--- src/rtl/poi_pkg.sv ---
// ----------------------------------------------------------------------------
// poi_pkg
// Shared types, constants and tables of the planar odometry integrator.
// ----------------------------------------------------------------------------
package poi_pkg;

  // default number of cordic micro-rotations
  localparam int CORDIC_STEPS_DEF = 16;

  // configuration port
  localparam int CFG_IDX_W = 1;
  localparam int CFG_DATA_W = 16;
  localparam logic [CFG_IDX_W-1:0] REG_SPEED_GAIN = 1'b0;
  localparam logic [CFG_IDX_W-1:0] REG_TURN_GAIN  = 1'b1;
  localparam logic signed [15:0] GAIN_RESET = 16'sd4096;

  // constant divider sizes: five 12-bit digits cover the 58-bit numerator
  localparam int DIV_NUM_W = 58;
  localparam int DIV_DEN_W = 20;
  localparam int DIV_DIG_W = 12;
  localparam int DIV_DIG_N = 5;
  localparam int DIV_CNT_W = 3;

  // divisors and rounding offsets
  localparam logic [DIV_DEN_W-1:0] DEN_VEL  = 20'd125;
  localparam logic [DIV_DEN_W-1:0] DEN_US   = 20'd1000000;
  localparam logic [DIV_NUM_W-1:0] HALF_VEL = 58'd62;
  localparam logic [DIV_NUM_W-1:0] HALF_US  = 58'd500000;

  // reciprocals floor(2^32 / divisor) for the digit estimate
  localparam logic [31:0] RCP_VEL = 32'((64'd1 << 32) / 64'd125);
  localparam logic [31:0] RCP_US  = 32'((64'd1 << 32) / 64'd1000000);

  // cordic constants, q4.30 in 34 bits
  localparam logic signed [33:0] COR_INIT = 34'sd652032874;
  localparam logic signed [33:0] COR_ONE  = 34'sd1073741824;
  localparam logic signed [33:0] COR_HALF = 34'sd2147483648;

  // heading scale 2^63 / (pi * 1e6) and its rounding offset
  localparam logic [41:0] HEAD_K   = 42'd2935890503282;
  localparam logic [79:0] HEAD_RND = 80'h8000_0000_0000;

  // controller states
  typedef enum logic [5:0] {
    ST_IDLE, ST_MUL_V, ST_DIV_V, ST_WAIT_V, ST_MUL_W, ST_DIV_W, ST_WAIT_W,
    ST_COR_P, ST_WAIT_P, ST_MUL_XC, ST_RND_X, ST_MD_X, ST_DIV_X, ST_WAIT_X,
    ST_MUL_YS, ST_RND_Y, ST_MD_Y, ST_DIV_Y, ST_WAIT_Y, ST_MUL_H, ST_SAVE_H,
    ST_P0, ST_A0, ST_P1, ST_A1, ST_P2, ST_A2, ST_P3, ST_A3, ST_HUPD,
    ST_COR_Q, ST_WAIT_Q, ST_OUT
  } state_t;

  // datapath operations
  typedef enum logic [4:0] {
    OP_NONE, OP_MUL_V, OP_MUL_W, OP_DIV_V, OP_DIV_W, OP_SET_V, OP_SET_W,
    OP_COR_POSE, OP_SET_TRIG, OP_MUL_XC, OP_MUL_YS, OP_RND_M, OP_MUL_MD,
    OP_DIV_D, OP_SET_X, OP_SET_Y, OP_MUL_H, OP_SAVE_H, OP_MUL_P0, OP_MUL_P1,
    OP_MUL_P2, OP_MUL_P3, OP_ACC_LO, OP_ACC_MID, OP_ACC_HI, OP_HUPD,
    OP_COR_QUAT, OP_SET_QUAT, OP_OUT
  } op_t;

  typedef struct packed {
    op_t  op;
    logic load;
  } cmd_t;

  typedef struct packed {
    logic div_done;
    logic cor_done;
    logic out_free;
  } stat_t;

  // arctangent of 2^-i as binary angle
  function automatic logic [29:0] atan_bam(input logic [4:0] idx);
    logic [29:0] a;
    case (idx)
      5'd0:  a = 30'd536870912;
      5'd1:  a = 30'd316933406;
      5'd2:  a = 30'd167458907;
      5'd3:  a = 30'd85004756;
      5'd4:  a = 30'd42667331;
      5'd5:  a = 30'd21354465;
      5'd6:  a = 30'd10679838;
      5'd7:  a = 30'd5340245;
      5'd8:  a = 30'd2670163;
      5'd9:  a = 30'd1335087;
      5'd10: a = 30'd667544;
      5'd11: a = 30'd333772;
      5'd12: a = 30'd166886;
      5'd13: a = 30'd83443;
      5'd14: a = 30'd41722;
      5'd15: a = 30'd20861;
      5'd16: a = 30'd10430;
      5'd17: a = 30'd5215;
      5'd18: a = 30'd2608;
      5'd19: a = 30'd1304;
      5'd20: a = 30'd652;
      5'd21: a = 30'd326;
      5'd22: a = 30'd163;
      5'd23: a = 30'd81;
      5'd24: a = 30'd41;
      5'd25: a = 30'd20;
      5'd26: a = 30'd10;
      5'd27: a = 30'd5;
      5'd28: a = 30'd3;
      5'd29: a = 30'd1;
      default: a = 30'd0;
    endcase
    return a;
  endfunction

endpackage

--- src/rtl/poi_ctrl.sv ---
// ----------------------------------------------------------------------------
// poi_ctrl
// Sequencer that steps the datapath through one odometry update per item.
// ----------------------------------------------------------------------------
module poi_ctrl import poi_pkg::*; (
  input  logic  clk,
  input  logic  rst_n,
  input  logic  in_valid,
  output logic  in_ready,
  input  stat_t stat,
  output cmd_t  cmd
);

  state_t state_r, state_nxt;

  // state register
  always_ff @(posedge clk) begin
    if (!rst_n) state_r <= ST_IDLE;
    else        state_r <= state_nxt;
  end

  // next state
  always_comb begin
    state_nxt = state_r;
    unique case (state_r)
      ST_IDLE:   if (in_valid) state_nxt = ST_MUL_V;
      ST_MUL_V:  state_nxt = ST_DIV_V;
      ST_DIV_V:  state_nxt = ST_WAIT_V;
      ST_WAIT_V: if (stat.div_done) state_nxt = ST_MUL_W;
      ST_MUL_W:  state_nxt = ST_DIV_W;
      ST_DIV_W:  state_nxt = ST_WAIT_W;
      ST_WAIT_W: if (stat.div_done) state_nxt = ST_COR_P;
      ST_COR_P:  state_nxt = ST_WAIT_P;
      ST_WAIT_P: if (stat.cor_done) state_nxt = ST_MUL_XC;
      ST_MUL_XC: state_nxt = ST_RND_X;
      ST_RND_X:  state_nxt = ST_MD_X;
      ST_MD_X:   state_nxt = ST_DIV_X;
      ST_DIV_X:  state_nxt = ST_WAIT_X;
      ST_WAIT_X: if (stat.div_done) state_nxt = ST_MUL_YS;
      ST_MUL_YS: state_nxt = ST_RND_Y;
      ST_RND_Y:  state_nxt = ST_MD_Y;
      ST_MD_Y:   state_nxt = ST_DIV_Y;
      ST_DIV_Y:  state_nxt = ST_WAIT_Y;
      ST_WAIT_Y: if (stat.div_done) state_nxt = ST_MUL_H;
      ST_MUL_H:  state_nxt = ST_SAVE_H;
      ST_SAVE_H: state_nxt = ST_P0;
      ST_P0:     state_nxt = ST_A0;
      ST_A0:     state_nxt = ST_P1;
      ST_P1:     state_nxt = ST_A1;
      ST_A1:     state_nxt = ST_P2;
      ST_P2:     state_nxt = ST_A2;
      ST_A2:     state_nxt = ST_P3;
      ST_P3:     state_nxt = ST_A3;
      ST_A3:     state_nxt = ST_HUPD;
      ST_HUPD:   state_nxt = ST_COR_Q;
      ST_COR_Q:  state_nxt = ST_WAIT_Q;
      ST_WAIT_Q: if (stat.cor_done) state_nxt = ST_OUT;
      ST_OUT:    if (stat.out_free) state_nxt = ST_IDLE;
      default:   state_nxt = ST_IDLE;
    endcase
  end

  // datapath commands
  always_comb begin
    cmd.op   = OP_NONE;
    cmd.load = 1'b0;
    unique case (state_r)
      ST_IDLE:   cmd.load = in_valid;
      ST_MUL_V:  cmd.op = OP_MUL_V;
      ST_DIV_V:  cmd.op = OP_DIV_V;
      ST_WAIT_V: cmd.op = stat.div_done ? OP_SET_V : OP_NONE;
      ST_MUL_W:  cmd.op = OP_MUL_W;
      ST_DIV_W:  cmd.op = OP_DIV_W;
      ST_WAIT_W: cmd.op = stat.div_done ? OP_SET_W : OP_NONE;
      ST_COR_P:  cmd.op = OP_COR_POSE;
      ST_WAIT_P: cmd.op = stat.cor_done ? OP_SET_TRIG : OP_NONE;
      ST_MUL_XC: cmd.op = OP_MUL_XC;
      ST_RND_X:  cmd.op = OP_RND_M;
      ST_MD_X:   cmd.op = OP_MUL_MD;
      ST_DIV_X:  cmd.op = OP_DIV_D;
      ST_WAIT_X: cmd.op = stat.div_done ? OP_SET_X : OP_NONE;
      ST_MUL_YS: cmd.op = OP_MUL_YS;
      ST_RND_Y:  cmd.op = OP_RND_M;
      ST_MD_Y:   cmd.op = OP_MUL_MD;
      ST_DIV_Y:  cmd.op = OP_DIV_D;
      ST_WAIT_Y: cmd.op = stat.div_done ? OP_SET_Y : OP_NONE;
      ST_MUL_H:  cmd.op = OP_MUL_H;
      ST_SAVE_H: cmd.op = OP_SAVE_H;
      ST_P0:     cmd.op = OP_MUL_P0;
      ST_A0:     cmd.op = OP_ACC_LO;
      ST_P1:     cmd.op = OP_MUL_P1;
      ST_A1:     cmd.op = OP_ACC_MID;
      ST_P2:     cmd.op = OP_MUL_P2;
      ST_A2:     cmd.op = OP_ACC_MID;
      ST_P3:     cmd.op = OP_MUL_P3;
      ST_A3:     cmd.op = OP_ACC_HI;
      ST_HUPD:   cmd.op = OP_HUPD;
      ST_COR_Q:  cmd.op = OP_COR_QUAT;
      ST_WAIT_Q: cmd.op = stat.cor_done ? OP_SET_QUAT : OP_NONE;
      ST_OUT:    cmd.op = stat.out_free ? OP_OUT : OP_NONE;
      default:   cmd.op = OP_NONE;
    endcase
  end

  assign in_ready = (state_r == ST_IDLE);

endmodule

--- config.mk ---
export PLATFORM = sky130hd
export DESIGN_NAME = poi_ctrl
export DESIGN_NICKNAME = d
export VERILOG_FILES = /design/src/rtl/poi_pkg.sv /design/src/rtl/poi_ctrl.sv
export SDC_FILE = /design/constraint.sdc
export NUM_CORES = 1
export LEC_CHECK = 0
export BUFFER_PORTS_ARGS = -buffer_cell sky130_fd_sc_hd__buf_2
export CORE_ASPECT_RATIO = 1.1
export CORE_MARGIN = 2
export CORE_UTILIZATION = 30
export CTS_BUF_LIST = sky130_fd_sc_hd__clkbuf_8
export DETAILED_ROUTE_END_ITERATION = 8
export PLACE_DENSITY_LB_ADDON = 0.15
export REMOVE_ABC_BUFFERS = 1
export SLEW_MARGIN = 20
export SYNTH_ARGS = -nofsm -noshare
export SYNTH_HDL_FRONTEND = slang
export SYNTH_SLANG_ARGS = --single-unit
export TNS_END_PERCENT = 10
--- constraint.sdc ---
create_clock -name clk -period 1.76 [get_ports clk]
set_input_delay 0 -clock clk [delete_from_list [all_inputs] [get_ports clk]]
set_output_delay 0 -clock clk [all_outputs]
set_load 0.02 [all_outputs]
# --- Yosys cells after proc, flatten, opt, wreduce, memory -nomap -nowiden ---
# Cells that the tools add are included.
classes:
  n_eq_ne: 40
  muxes: 18
  reduce_logical: 6
op_table:
  columns: ["cell", "count"]
  rows:
  - ["$pmux W6 S33", 1]
  - ["$pmux W5 S28", 1]
  - ["$eq A6 B5 Y1 const B", 16]
  - ["$eq A6 B4 Y1 const B", 8]
  - ["$mux W6", 8]
  - ["$eq A6 B3 Y1 const B", 4]
  - ["$ne A2 B2 Y1 const B", 8]
  - ["$eq A6 B2 Y1 const B", 2]
  - ["$mux W4", 3]
  - ["$mux W5", 2]
  - ["$reduce_and A8 Y1", 1]
  - ["$reduce_or A2 Y1", 4]
  - ["$eq A6 B1 Y1 const B", 1]
  - ["$eq A6 B6 Y1 const B", 1]
  - ["$logic_not A6 Y1", 1]
  - ["$mux W3", 2]
  - ["$mux W1", 1]
word_totals:
  regBits: 6
  in_bits: 6
  output_inout_bits: 7
  word_cells: 65

# --- Longest topological paths before layout ---
# Gate-level depths: netlist of run 1.
depth:
  word_depth: 3
  mapped_depth: 7
  ltp_nobuf: 5

# --- Worst setup path after synthesis of run 1 ---
# Ideal clock, no wire load.
synth_path:
  path_type: "register to register"
  startpoint: "register state_r[5]"
  endpoint: "register state_r[2]"
  arrival_time_ns: 1.499
  t_required_ns: 1.638
  setup_slack_ns: 0.139
  path_stages_with_launch: 7
  period_less_slack_ns: 1.621
  path_cell_list: "dfxtp_1 > buf_2 > or3b_4 > o22ai_4 > a41oi_4 > and3_1 > a311o_1"
synth_between:
  elab_chain_len: 3
synth_rtl:
  columns: ["item", "line", "source"]
  rows:
  - ["start: declaration", "poi_ctrl.sv:14", "state_t state_r, state_nxt;"]
  - ["start signal: assignment", "poi_ctrl.sv:19", "else state_r <= state_nxt;"]
  - ["$eq A6 B2 Y1 (tied with other cells)", "poi_ctrl.sv:25", "unique case (state_r)"]
  - ["$ne A2 B2 Y1 (no line)", null, null]
  - ["$reduce_and A8 Y1 (no line)", null, null]
# Several ways; a longest one is shown, not always the timed one.
# A chain may end at the register's enable or synchronous reset.

# --- Worst setup path after layout of run 1 ---
layout_path:
  startpoint: "register state_r[3]"
  endpoint: "register state_r[2]"
# The elaborated chain is that of the path after synthesis.

==> qor.csv, run 1 <==
stage;metric;value;unit
global_routing;GRT Total Usage;17.28;%
yosys;Netlist cell types;52;
finish;multi-input logic area;750.7;µm²
sta;skew final;1.612;ps
placed_design;Placed Cells;178;
cts;CTS tree;built;
yosys;count of state elements after synthesis;6;
power_and_ir_drop;worst vdd ir;576.3;µV
global_routing;met3 Usage GRT;1.891;%
global_routing;global routing usage on met2;30.27;%
placed_design;PortBufs;12;
outcome;failing checks;negative setup slack;
die;Die Height;61.11;µm
finish;largest registers;state_r (6);
yosys;synthesized area;889.6;µm²
die;Ports;13;
cts;H-tree Lvls;1;
sta;worst hold slack;78.08;ps
cts;hold_buf cts;0;
die;Initial Util;31.74;%
global_routing;grt peak-use layer;met2;
sta;Slew @ Worst Pin;391.9;ps
drt;routed len/inst;15.03;µm
hold_path;hold path depth;2;
cts;Worst-Skew Late Latency;220;ps
cts;total CTS buffers;3;
drt;Remaining DRCs;0;
drt;DR vias/cell;5.610;
setup_path;CP Class;register to register;
sta;max frequency;0.5636;GHz
placed_design;placed cell area;1110;µm²
die;Die W;55.92;µm
cts;clock root buffer;clkbuf_8;
global_routing;grt ovf;0;
cts;clk buf depth;2;
die;Row Count;20;
yosys;syn avg cell area;7.233;µm²
setup_path;R2R depth;5;
yosys;Post-synth top flop;dfxtp_1;
placed_design;gpl congestion;0.8060;
power_and_ir_drop;leakage power;0.5131;nW
global_routing;met1 usage;21.80;%
global_routing;largest net degree at the start of global routing;20;
finish;Most flops, register;state_r;
hold_path;Hold Path Class;input port to register;
yosys;Post-Syn Instances;123;
sta;RSZ-0062 raised after global routing;true;
sta;final period utilization;100.8;%
sta;final hold violations;0;
finish;most frequent cells in the layout;buf_4 (29), a21oi_1 (12), nand2_1 (9), buf_2 (8), nor2_1 (7);
drt;WL final;2.811;mm
sta;Worst Slack Setup Final;-14.23;ps
sta;Max Slew Vio Count;0;
yosys;Yosys Warn Count;0;
setup_path;Max Fanout on Critical Path;9;
drt;routed vias;1049;
placed_design;DP Wirelength;2.093;mm
cts;Sink Count;6;
sta;min Tclk post-route;1774;ps
drt;Final ANT Viol Nets;0;
global_routing;wire length of the first global-routing pass;4.740;mm
drt;Iter 0 DRT Violations;36;
finish;Final nets;162;
global_routing;vias in the first global route;1019;
finish;fillers;290;
setup_path;WP data arrival;1880;ps
run;# Max-Cap Violations;0;
finish;most common cell after layout, fill and taps aside;buf_4;
yosys;number of synthesized flops with an enable pin;0;
setup_path;Worst Path Required;1860;ps
finish;Finished Cell Area;1300;µm²
setup_path;startpoint types;register;
finish;Non-Filler Instances;187;
finish;area grow syn2layout;46.13;%
finish;max reg flops;6;
yosys;Post-synth ARST share;0;%
power_and_ir_drop;Pwr Density;793.2;nW/µm²
die;die area;3417;µm²
die;CORE AREA;2803;µm²
yosys;sequential fraction of the synthesis area;13.50;%
finish;share of layout cells above drive strength 1;42.86;%
sta;slew margin rel.;73.64;%
drt;TritonRoute pass-1 iters;4;
setup_path;Crit. End Element;register;
finish;Reg area;132.6;µm²
sta;Final Setup Violations;2;
cts;clock-pin slew on the worst setup and hold paths;30;ps
finish;n_diodes;0;
global_routing;antenna violations before repair;0;
outcome;status;complete, but fails checks;
-- per-layer routing --
| metal | up-vias | share of wire [%] |
|---|---|---|
| met1 | 496 | 48 |
| met4 | 0 | 2.4 |
| met5 | - | 0 |
| met2 | 21 | 48 |
| li1 | 526 | - |
| met3 | 6 | 2.4 |
-- synth_stat cells (2+ instances only) --
cell        n  area share [%]
a21oi_1    12             6.8
nand2_1     9             3.8
buf_2       8             4.5
nor2_1      8             3.4
dfxtp_1     6              14
o21ai_0     6             3.4
nand3_1     5             2.8
inv_1       4             1.7
nor2b_1     4             2.8
o21a_1      4             3.4
and3_1      3             2.1
clkbuf_1    3             1.3
xor2_1      3             3.0
a21boi_0    2             1.7
a2bb2oi_1   2             2.0
buf_4       2             1.7
mux2i_1     2             2.3
nand4_1     2             1.4
nor4b_1     2             2.0
o211ai_1    2             1.7
o311ai_0    2             2.0
or3_1       2             1.4
-- cells by family (layout without fill, tap and decap cells) --
group | count (synthesis) | count (layout) | share of synthesized area [%]
AND/OR/NAND/NOR | 50 | 50 | 34.32
flip-flops | 6 | 6 | 13.50
AO/OA/AOI/OAI | 43 | 43 | 36.43
buffers and inverters | 18 | 49 | 9.563
XOR/XNOR | 4 | 4 | 3.939
multiplexers | 2 | 2 | 2.250
-- final timing paths --
| path | start | end | slack (ps) |
|---|---|---|---|
| max reg2reg | state_r[3]$_SDFFE_PN0P_ | state_r[2]$_SDFFE_PN0P_ | -10 |
| min reg2reg | state_r[4]$_SDFFE_PN0P_ | state_r[4]$_SDFFE_PN0P_ | 700 |
| max | state_r[3]$_SDFFE_PN0P_ | state_r[2]$_SDFFE_PN0P_ | -10 |
| min | rst_n | state_r[5]$_SDFFE_PN0P_ | 80 |
-- final cells by class --
class	count	area share [%]
timing repair buffer	41	23.97
inverter	5	1.732
tap	33	3.176
clock buffer	3	3.176
multi-input combinational	99	57.75
sequential	6	10.20
-- critical path, stage by stage (launching register included) --
cell     delay, ps
dfxtp_4        390
or4b_4         530
o22ai_4        180
a41oi_4         80
and3_1         180
a311o_1        300
-- power breakdown --
part	internal, mW	leakage (nW)	switching [mW]
Combinational	0.334	0.439	0.329
Sequential	0.152	0.0521	0.0179
Clock	0.146	0.0216	0.0521
Total	0.632	0.513	0.399
-- per-stage QoR --
step	worst slack, ps	power (mW)	TNS [ps]	utilization [%]
final	-14.23	1.031	-25.93	46.38
after global routing	-95.11	1.099	-304.1	46.38
after CTS	-4.126	0.9434	-4.126	42.86
after detailed placement	-40.79	0.6981	-40.79	39.60
after global placement	-34.58	0.6921	-34.58	39.60
after floorplan	-233.3	0.4908	-363.2	-
-- what timing repair did --
item                       CTS  global route
setup buffers                1             5
pin swaps                    0             3
gates resized for setup     12            20
setup endpoints to repair    6             8
Power figures use the tool's default switching activity.
==> inputs of run 2 (changes only) <==
CORE_ASPECT_RATIO = default   (was 1.1)
CORE_MARGIN = default   (was 2)
==> run 2 against run 1 <==
The run still ends with negative setup slack left. Non-clock buffer count is 1 lower. Sequential share of layout area is 0.11 points higher. Clock power is 5% higher. Sequential power hardly changed. Cell count is 1.6% lower. Setup slack better by 5.5 ps. Via count is 2.9% higher. Critical path type unchanged.
==> qor.csv, run 2 (synthesis gave the netlist of run 1 again) <==
stage;metric;value;unit
finish;most common cell after layout, fill and taps aside;buf_4;
sta;slew margin rel.;66.68;%
sta;min Tclk post-route;1769;ps
global_routing;vias in the first global route;982;
placed_design;DP Wirelength;2.128;mm
power_and_ir_drop;Switching Fraction;39.30;%
setup_path;WP data arrival;1880;ps
setup_path;CP delay by family, top;compound AO/OA/AOI/OAI gates;
die;Die Height;56.46;µm
die;CORE AREA;2781;µm²
cts;Sink Count;6;
power_and_ir_drop;internal power;0.6211;mW
global_routing;met1 usage;22.30;%
run;# Max-Cap Violations;0;
placed_design;Placement Setup Slack;32.66;ps
setup_path;worst-path cell chain;buf_4 > nor4_1 > a32o_1 > a21oi_2 > and3_1 > a311o_1;
sta;Max Slew Vio Count;0;
cts;total CTS buffers;3;
setup_path;R2R depth;6;
cts;clk buf depth;2;
finish;area grow syn2layout;45.99;%
cts;clock root buffer;clkbuf_8;
setup_path;max incr delay on CP;380;ps
cts;hold_buf cts;0;
global_routing;grt peak-use layer;met2;
setup_path;Reg-to-Reg Start;state_r[1]$_SDFFE_PN0P_;
setup_path;R2R Path End;state_r[2]$_SDFFE_PN0P_;
drt;TritonRoute pass-1 iters;4;
setup_path;startpoint types;register;
setup_path;Crit. End Element;register;
power_and_ir_drop;leakage power;0.5063;nW
drt;Iter 0 DRT Violations;43;
sta;RSZ-0062 raised after global routing;true;
sta;skew final;1.246;ps
power_and_ir_drop;clock network fraction of total power;20.2;%
setup_path;Max stage delay cell, worst path;nor4_1;
drt;DR vias/cell;5.864;
finish;max reg flops;6;
drt;Final ANT Viol Nets;0;
cts;H-tree Lvls;1;
sta;max frequency;0.5654;GHz
finish;Finished Cell Area;1299;µm²
power_and_ir_drop;Pwr Density;787.7;nW/µm²
finish;share of layout cells above drive strength 1;41.83;%
sta;final hold violations;0;
setup_path;Max Fanout on Critical Path;7;
cts;Worst-Skew Late Latency;220;ps
setup_path;crit path from;state_r[1]$_SDFFE_PN0P_;
sta;final period utilization;100.5;%
global_routing;global routing usage on met2;30.92;%
placed_design;gpl congestion;0.8849;
setup_path;buffer and inverter count on the worst path;1;
die;die area;3187;µm²
power_and_ir_drop;Switching Power;0.4020;mW
drt;routed len/inst;15.34;µm
finish;Final nets;161;
die;Ports;13;
cts;CTS tree;built;
global_routing;wire length of the first global-routing pass;4.512;mm
sta;Final Setup Violations;1;
global_routing;grt ovf;0;
placed_design;PortBufs;12;
drt;Remaining DRCs;0;
cts;clock-pin slew on the worst setup and hold paths;40;ps
global_routing;antenna violations before repair;0;
outcome;status;complete, but fails checks;
power_and_ir_drop;combinational group share of total power;63.3;%
setup_path;Worst Setup EP;state_r[2]$_SDFFE_PN0P_;
global_routing;largest net degree at the start of global routing;16;
finish;n_diodes;0;
die;Row Count;19;
power_and_ir_drop;worst vdd ir;703.0;µV
sta;post-route setup TNS;-8.761;ps
drt;routed vias;1079;
global_routing;met3 Usage GRT;1.382;%
finish;largest registers;state_r (6);
power_and_ir_drop;Sequential Power Share;16.5;%
sta;Slew @ Worst Pin;495.2;ps
hold_path;Hold Path Class;input port to register;
setup_path;register-to-register setup slack;-9;ps
die;Initial Util;31.98;%
finish;most frequent cells in the layout;buf_4 (22), a21oi_1 (10), buf_2 (10), nand2_1 (9), o21ai_0 (6);
die;Die W;56.46;µm
setup_path;number of gates on the worst path with buffers counted;6;
outcome;failing checks;negative setup slack;
drt;WL final;2.823;mm
finish;Most flops, register;state_r;
placed_design;placed cell area;1115;µm²
global_routing;GRT Total Usage;17.79;%
setup_path;Worst Path Required;1870;ps
sta;Worst Slack Setup Final;-8.761;ps
setup_path;CP Class;register to register;
finish;fillers;272;
==> run 2: cell count changes in the layout (fill, tap and decap cells not counted), sizes merged <==
cell,change
buf,-2
clkbuf,+1
clkinv,+1
clkinvlp,-1
==> run 2: worst min path at each step <==
stage	from	endpoint	depth (start not counted)
after detailed placement	rst_n	state_r[0]$_SDFFE_PN0P_	2
after CTS	rst_n	state_r[4]$_SDFFE_PN0P_	2
after global routing	rst_n	state_r[4]$_SDFFE_PN0P_	2
after floorplan	rst_n	state_r[5]$_SDFFE_PN0P_	1
after global placement	rst_n	state_r[5]$_SDFFE_PN0P_	2
final	rst_n	state_r[0]$_SDFFE_PN0P_	2
==> run 2: area by class of cell <==
| class | count | area, µm² | share of cell area, % |
|---|---|---|---|
| Multi-Input combinational cell | 99 | 734.5 | 56.55 |
| Timing Repair Buffer | 40 | 331.6 | 25.53 |
| Sequential cell | 6 | 133.9 | 10.31 |
| Clock buffer | 3 | 41.29 | 3.179 |
| Tap cell | 31 | 38.79 | 2.987 |
| Inverter | 5 | 18.77 | 1.445 |
==> run 2: power groups by stage <==
stage                     logic, mW  registers (mW)  clock network, mW
after floorplan               0.274           0.217                  0
after global placement        0.521           0.168                  0
after detailed placement      0.521           0.169                  0
after CTS                     0.550           0.167              0.212
after global routing          0.689           0.172              0.213
final                         0.647           0.169              0.207
==> run 2: worst register-to-register path: stages, from the launching register on <==
cell and delay, ps:
dfxtp_2 340, buf_4 170, nor4_1 390, a32o_1 230, a21oi_2 60, and3_1 170, a311o_1 300
==> run 2: layer usage <==
layer  share of wire (%)  vias up  wire length [µm]
met5                   0        -                 0
met1                  47      507              1316
met4                 1.5        0                43
met2                  48       39              1345
met3                 4.1       10               117
li1                    -      523                 -
==> run 2: repair_timing <==
action | CTS | global route
gates cloned | 0 | 1
pin swaps | 2 | 4
setup endpoints to repair | 5 | 6
setup buffers | 0 | 3
endpoints found under the hold margin | 0 | 0
gates resized for setup | 12 | 18
==> run 2: per-stage QoR <==
| stage | instances | util (%) | total power [mW] | hold slack [ps] |
|---|---|---|---|---|
| after detailed placement | 177 | 40.08 | 0.6900 | 307.4 |
| after floorplan | 110 | - | 0.4908 | 117.5 |
| after global placement | 177 | 40.08 | 0.6887 | 306.7 |
| after global routing | 184 | 46.69 | 1.074 | 79.03 |
| final | 184 | 46.69 | 1.023 | 67.08 |
| after CTS | 180 | 43.05 | 0.9287 | 70.14 |
==> inputs of run 3 (changes only) <==
==> constraint.sdc (replaced) <==
create_clock -name clk -period 1.76 [get_ports clk]
set_input_delay 0.352 -clock clk [delete_from_list [all_inputs] [get_ports clk]]
set_output_delay 0.352 -clock clk [all_outputs]
set_load 0.02 [all_outputs]
==> run 3 against run 2 <==
The run still ends with negative setup slack left. Sequential share of layout area shrank 0.71 points. Setup slack got worse by 260 ps. First-iteration DRC count up 2.3%. Via count increased by 5.1%. Register-to-register slack got worse by 130 ps. Worst hold slack better by 350 ps. Clock power increased by 3%. Routed wire length grew 9.0%. Count of clock-buffer cells in the layout did not move. Sequential power is 8% higher.
==> qor.csv, run 3 (synthesis gave the netlist of run 1 again) <==
stage;metric;value;unit
die;Die W;56.46;µm
placed_design;PortBufs;12;
cts;clock root buffer;clkbuf_8;
sta;Worst Slack Setup Final;-268.6;ps
cts;clk buf depth;2;
sta;max frequency;0.4930;GHz
sta;Max Slew Vio Count;0;
placed_design;gpl congestion;0.8801;
finish;n_diodes;0;
setup_path;Crit. End Element;output pin;
cts;clock-pin slew on the worst setup and hold paths;40;ps
placed_design;Placement Setup Slack;-216.6;ps
setup_path;CP Class;register to output pin;
setup_path;Reg-to-Reg Start;state_r[3]$_SDFFE_PN0P_;
placed_design;DP Wirelength;2.277;mm
drt;Final ANT Viol Nets;0;
setup_path;worst-path cell chain;or4b_4 > nor2_4 > a21oi_2 > a31oi_1 > buf_2;
finish;Final nets;173;
power_and_ir_drop;leakage power;0.5683;nW
outcome;status;complete, but fails checks;
die;CORE AREA;2781;µm²
die;Row Count;19;
drt;Iter 0 DRT Violations;44;
finish;fillers;286;
setup_path;startpoint types;register;
finish;multi-input logic area;790.8;µm²
cts;total CTS buffers;3;
finish;largest registers;state_r (6);
cts;CTS tree;built;
setup_path;Max stage delay cell, worst path;or4b_4;
hold_path;HP Start;rst_n;
setup_path;Worst Path Required;1410;ps
cts;Worst-Skew Late Latency;230;ps
finish;area grow syn2layout;58.23;%
sta;worst hold slack;416.4;ps
global_routing;wire length of the first global-routing pass;4.940;mm
setup_path;R2R depth;6;
sta;slew margin rel.;78.15;%
finish;share of layout cells above drive strength 1;51.52;%
sta;RSZ-0062 raised after global routing;true;
placed_design;Placed Cells;189;
hold_path;Hold Path Class;input port to register;
setup_path;max incr delay on CP;550;ps
sta;post-route setup TNS;-1587;ps
sta;final hold violations;0;
drt;routed vias;1134;
drt;Remaining DRCs;0;
setup_path;CP delay by family, top;simple AND/OR/NAND/NOR gates;
die;Ports;13;
die;Die Height;56.46;µm
setup_path;Max Fanout on Critical Path;6;
power_and_ir_drop;worst vdd ir;600.6;µV
finish;Non-Filler Instances;196;
setup_path;buffer and inverter count on the worst path;1;
drt;TritonRoute pass-1 iters;4;
die;die area;3187;µm²
power_and_ir_drop;Pwr Density;765.5;nW/µm²
drt;DR vias/cell;5.786;
global_routing;GRT Total Usage;19.85;%
sta;Final Setup Violations;9;
finish;Most flops, register;state_r;
die;Initial Util;31.98;%
setup_path;WP data arrival;1680;ps
sta;final period utilization;115.3;%
cts;H-tree Lvls;1;
global_routing;vias in the first global route;1032;
global_routing;largest net degree at the start of global routing;13;
cts;Sink Count;6;
drt;routed len/inst;15.70;µm
setup_path;register-to-register setup slack;-140;ps
finish;Reg area;135.1;µm²
finish;most frequent cells in the layout;buf_4 (39), a21oi_1 (10), nand2_1 (9), buf_2 (9);
run;# Max-Cap Violations;0;
setup_path;number of gates on the worst path with buffers counted;5;
sta;skew final;0.7463;ps
finish;most common cell after layout, fill and taps aside;buf_4;
setup_path;crit path from;state_r[3]$_SDFFE_PN0P_;
finish;max reg flops;6;
sta;Slew @ Worst Pin;323.6;ps
sta;min Tclk post-route;2029;ps
global_routing;antenna violations before repair;0;
power_and_ir_drop;Design Power;1.078;mW
outcome;failing checks;negative setup slack;
hold_path;hold path depth;2;
drt;WL final;3.077;mm
global_routing;grt ovf;0;
[run 3: cell count changes in the layout (fill, tap and decap cells not counted), sizes merged]
cell / before / now
buf: 39 / 52
clkbuf: 4 / 3
[run 3: cell type report]
cell class	count	area share, %
Multi-Input combinational cell	99	56.18
Timing Repair Buffer	52	27.20
Sequential cell	6	9.600
Clock buffer	3	2.933
Tap cell	31	2.756
Inverter	5	1.333
[run 3: path summary, 6_finish.rpt]
kind | end
max | cmd[1]
min | state_r[3]$_SDFFE_PN0P_
max reg2reg | state_r[2]$_SDFFE_PN0P_
min reg2reg | state_r[5]$_SDFFE_PN0P_
[run 3: report_power, final]
part           internal [mW]  switching (mW)  leakage (nW)  total (mW)
Combinational          0.346           0.335         0.494       0.681
Sequential             0.154          0.0294        0.0524       0.183
Clock                  0.147          0.0658        0.0216       0.213
Total                  0.647           0.431         0.568        1.08
[run 3: repair_timing]
action,4_1_cts,5_1_grt
setup endpoints to repair,10,10
buffers inserted,3,1
endpoints found under the hold margin,0,0
gates cloned,0,0
hold buffers,0,0
gates resized for setup,24,17
pin swaps,9,3
[run 3: per-stage QoR]
stage	area [µm²]	utilization (%)
after global placement	1192	42.87
after floorplan	823.3	-
final	1408	50.61
after global routing	1408	50.61
after detailed placement	1192	42.87
after CTS	1341	48.22
[run 3: routing by layer]
layer / routed length, µm / track usage, % / part of all wire [%] / up-vias
met5: 0 / 0 / 0 / -
met4: 67 / 9.408 / 2.2 / 0
met3: 104 / 1.382 / 3.4 / 7
met2: 1499 / 32.94 / 49 / 35
met1: 1406 / 25.91 / 46 / 541
li1: - / - / - / 551
